===== src/rtl/core/lpns_ram.sv =====
// ----------------------------------------------------------------------------
// lpns_ram: generic single-port RAM
// One write or one read per cycle, read data registered.
// ----------------------------------------------------------------------------
module lpns_ram #(
  parameter int WIDTH = 8,
  parameter int DEPTH = 16
) (
  input  logic                     clk,
  input  logic                     we,
  input  logic [$clog2(DEPTH)-1:0] addr,
  input  logic [WIDTH-1:0]         wdata,
  output logic [WIDTH-1:0]         rdata
);
  logic [WIDTH-1:0] mem [DEPTH];

  always_ff @(posedge clk) begin
    if (we) begin
      mem[addr] <= wdata;
    end
    rdata <= mem[addr];
  end
endmodule


===== config.mk =====
export PLATFORM = sky130hd
export DESIGN_NAME = lpns_ram
export DESIGN_NICKNAME = d
export VERILOG_FILES = /design/src/rtl/core/lpns_ram.sv
export SDC_FILE = /design/constraint.sdc
export NUM_CORES = 1
export LEC_CHECK = 0
export ABC_AREA = 0
export BUFFER_PORTS_ARGS = -buffer_cell sky130_fd_sc_hd__buf_4
export CORE_UTILIZATION = 43
export CTS_CLUSTER_SIZE = 24
export DETAILED_ROUTE_END_ITERATION = 10
export GPL_ROUTABILITY_DRIVEN = 0
export HOLD_SLACK_MARGIN = 0.06
export SLEW_MARGIN = 10
export SYNTH_ARGS = -nofsm -noshare
export SYNTH_HDL_FRONTEND = slang
export SYNTH_SLANG_ARGS = --single-unit

===== constraint.sdc =====
create_clock -name clk -period 2.7 [get_ports clk]
set_input_delay 0.54 -clock clk [delete_from_list [all_inputs] [get_ports clk]]
set_output_delay 0.54 -clock clk [all_outputs]
set_load 0.03 [all_outputs]

# After elaboration in Yosys (flattened, before gate mapping)
# Memory sizes are Yosys's and may differ from the RTL's. A register that Yosys moved wholly into a read port is not among the register bits.
# Index checks and enable logic that the tools add are counted.
# word_totals
n_memories	1
inputBits	14
out_inout_bits	8
register_bits	0
ram_bits	128
word_cells	3
# op_classes
mux	2
# memory_table
memory	words	word_bits	rd	rd_clocked_by_memory_dff	wr	line	source
mem	16	8	1	1	1	15	logic [WIDTH-1:0] mem [DEPTH];
# op_table
operator	n
$mux 1	2

# Depth between registers and ports, before layout
# logic_depth
ltp_word	2
ltp_mapped	5
ltp_nobuf	3

# Least setup slack after synthesis
# No wires, ideal clock.
# synth_path
path_kind	input -> register
from	in addr[2]
to	mem mem[0][0] (enable)
t_arrival_ns	1.650
stages	2
setup_slack_ns	0.667
t_required_ns	2.317
setup_time_ns	0.383
path_buffers	0
path_cell_list	or3b_2 nor3_1
# synth_lines
element	line	source
start, declared	11	input logic [$clog2(DEPTH)-1:0] addr,
end, declared	15	
# Straight into the memory's write port.

==> out/qor.yml <==
clock-skew-final_ps: 5.06
die_h_um: 111
arrival_ps: 2150
grt_util_met1_pct: 24.2
final-max-slew-violation-count: 0
cts_resized: 0
overflow: 0
setup_viol: 0
synth.distinct_cells: 18
yosysSeqAreaShare_pct: 79.0
die_width_um: 111
final_cell_mix: "128 x edfxtp_1, 39 x buf_4, 32 x mux4_2"
fin_crit_ps: 1870
coreArea_sq_um: 11500
port_buffers: 21
ir_drop_mv: 0.440
cts-buffers-inserted: 17
final-hold-violation-count: 0
place_ws_ps: 339
gr-usage-met2_pct: 27.8
netlist_instances: 230
cap_violations: 0
cts_hold_repair.buffers: 0
syn_avg_cell_area_sq_um: 22.0
crit_required_ps: 2980
grt_busiest_layer: "met2"
hold_path_class: "input port to register"
fin_ws_ps: 826
cts_buffer_depth: 2
worstMarginPinSlew_ps: 769
grt_max_degree: 40
via_count: 2391
fin_nets: 291
clk_latency_ps: 410
p_per_area_nw_per_um2: 774
cts_tree: "built"
rsz0062_at_grt: "no"
num_io_pins: 22
post_cts_buffers: 0
routed_wl_um: 9930
synth_nets: 244
grt.total_usage_pct: 18.0
layout_commonest_cell: "edfxtp_1"
start_util_pct: 44.2
cts_sinks: 136
antenna_cells: 0
status: "finished, final reports clean"
holdWs_ps: 449
fin_util_pct: 52.3
critical_path_class: "input port to register"
firstDrtPassIters: 4
grt_pass1_vias: 2477
netlist_area_sq_um: 5070
drive_above_1_share_pct: 33.1
place_area_sq_um: 5480
drtIter0Drc: 200
maxSlewHeadroom_pct: 48.4
finalInstanceArea_sq_um: 6000
htree_levels: 4
dieArea_sq_um: 12200
period_share_pct: 69.4
startpoint_type: "input port"
worst_setup_path_end_kind: "register"
fill_cells: 874
wl_per_cell_um: 22.9
yosys_warnings: 0
grt_pass1_wl_um: 15300
vias_per_cell: 5.52
root_buffer: "clkbuf_16"
ant_nets: 0
fmax_mhz: 534
cp_max_fo: 39
gr-usage-met3_pct: 5.16
finalSetupTns_ps: 0
rows: 39
drc: 0
ys_ff_latch: 136
place_hpwl_um: 6190
area_growth_pct: 18.3
clk_pin_slew_ps: 50
antenna_found_initial: 0
power.leakage_nw: 1.99
==> registers in the layout, indices dropped and copies added, names as in the netlist <==
signal / flops
rdata: 8
mem: 128
==> final timing paths <==
| check | depth (start not counted) | endpoint | slack [ps] | startpoint |
|---|---|---|---|---|
| worst max-delay path | 4 | rdata[3]$_DFF_P_ | 830 | addr[0] |
| worst min-delay path | 1 | mem[0][7]$_DFFE_PP_ | 450 | wdata[7] |
| worst max register to register | 3 | rdata[3]$_DFF_P_ | 1310 | mem[11][3]$_DFFE_PP_ |
| worst min register to register | 3 | rdata[4]$_DFF_P_ | 680 | mem[13][4]$_DFFE_PP_ |
==> routing by layer <==
layer	vias up	wire (um)
li1	1060	-
met1	1258	4420
met2	60	4950
met3	13	412
met4	0	146
met5	-	0
==> logic make-up (layout without fill, tap and decap cells) <==
| family | Yosys count | count (layout) | share of synthesized area [%] |
|---|---|---|---|
| compound gates | 16 | 16 | 2.37 |
| simple gates | 35 | 35 | 3.21 |
| buf+inv | 11 | 71 | 1.19 |
| mux | 32 | 32 | 14.2 |
| flops | 136 | 136 | 79.0 |
==> final cells by class <==
class,count,area [sq um],share of cell area [%]
well taps,143,179,2.98
multi-input cells,83,1000,16.7
clock buffers,28,497,8.28
repair buffers,39,293,4.88
clock inverters,4,20.0,0.334
flip-flops and latches,136,4000,66.8
==> synthesized netlist by cell type (all sizes together) <==
master / number / area share [%]
clkbuf: 3 / 0.25
nor3: 4 / 0.40
mux4: 32 / 14
a22oi: 16 / 2.4
and2: 1 / 0.12
nand3b: 2 / 0.30
nand3: 1 / 0.099
nand2: 9 / 0.67
edfxtp: 128 / 76
or3b: 1 / 0.17
dfxtp: 8 / 3.2
nor2: 13 / 0.96
buf: 8 / 0.94
nand2b: 2 / 0.25
nor2b: 2 / 0.25
==> where the power goes <==
| group | internal [mW] | switching (mW) | leakage [nW] | total (mW) |
|---|---|---|---|---|
| clock network | 1.24 | 0.769 | 0.256 | 2.01 |
| registers | 2.36 | 0.0141 | 1.22 | 2.38 |
| logic | 0.103 | 0.152 | 0.507 | 0.255 |
==> metrics by stage <==
step           std cells  total power [mW]
2_1_floorplan        230              2.56
3_3_place_gp         401              2.68
3_5_place_dp         401              2.68
4_1_cts              433              4.68
5_1_grt              433              4.79
6_report             433              4.64
==> worst max-delay path: stages <==
cell and delay (ps):
buf_4 550, mux4_2 590, a22oi_1 330, nand2_1 110
Note: power is estimated with default switching activity, not from simulation.
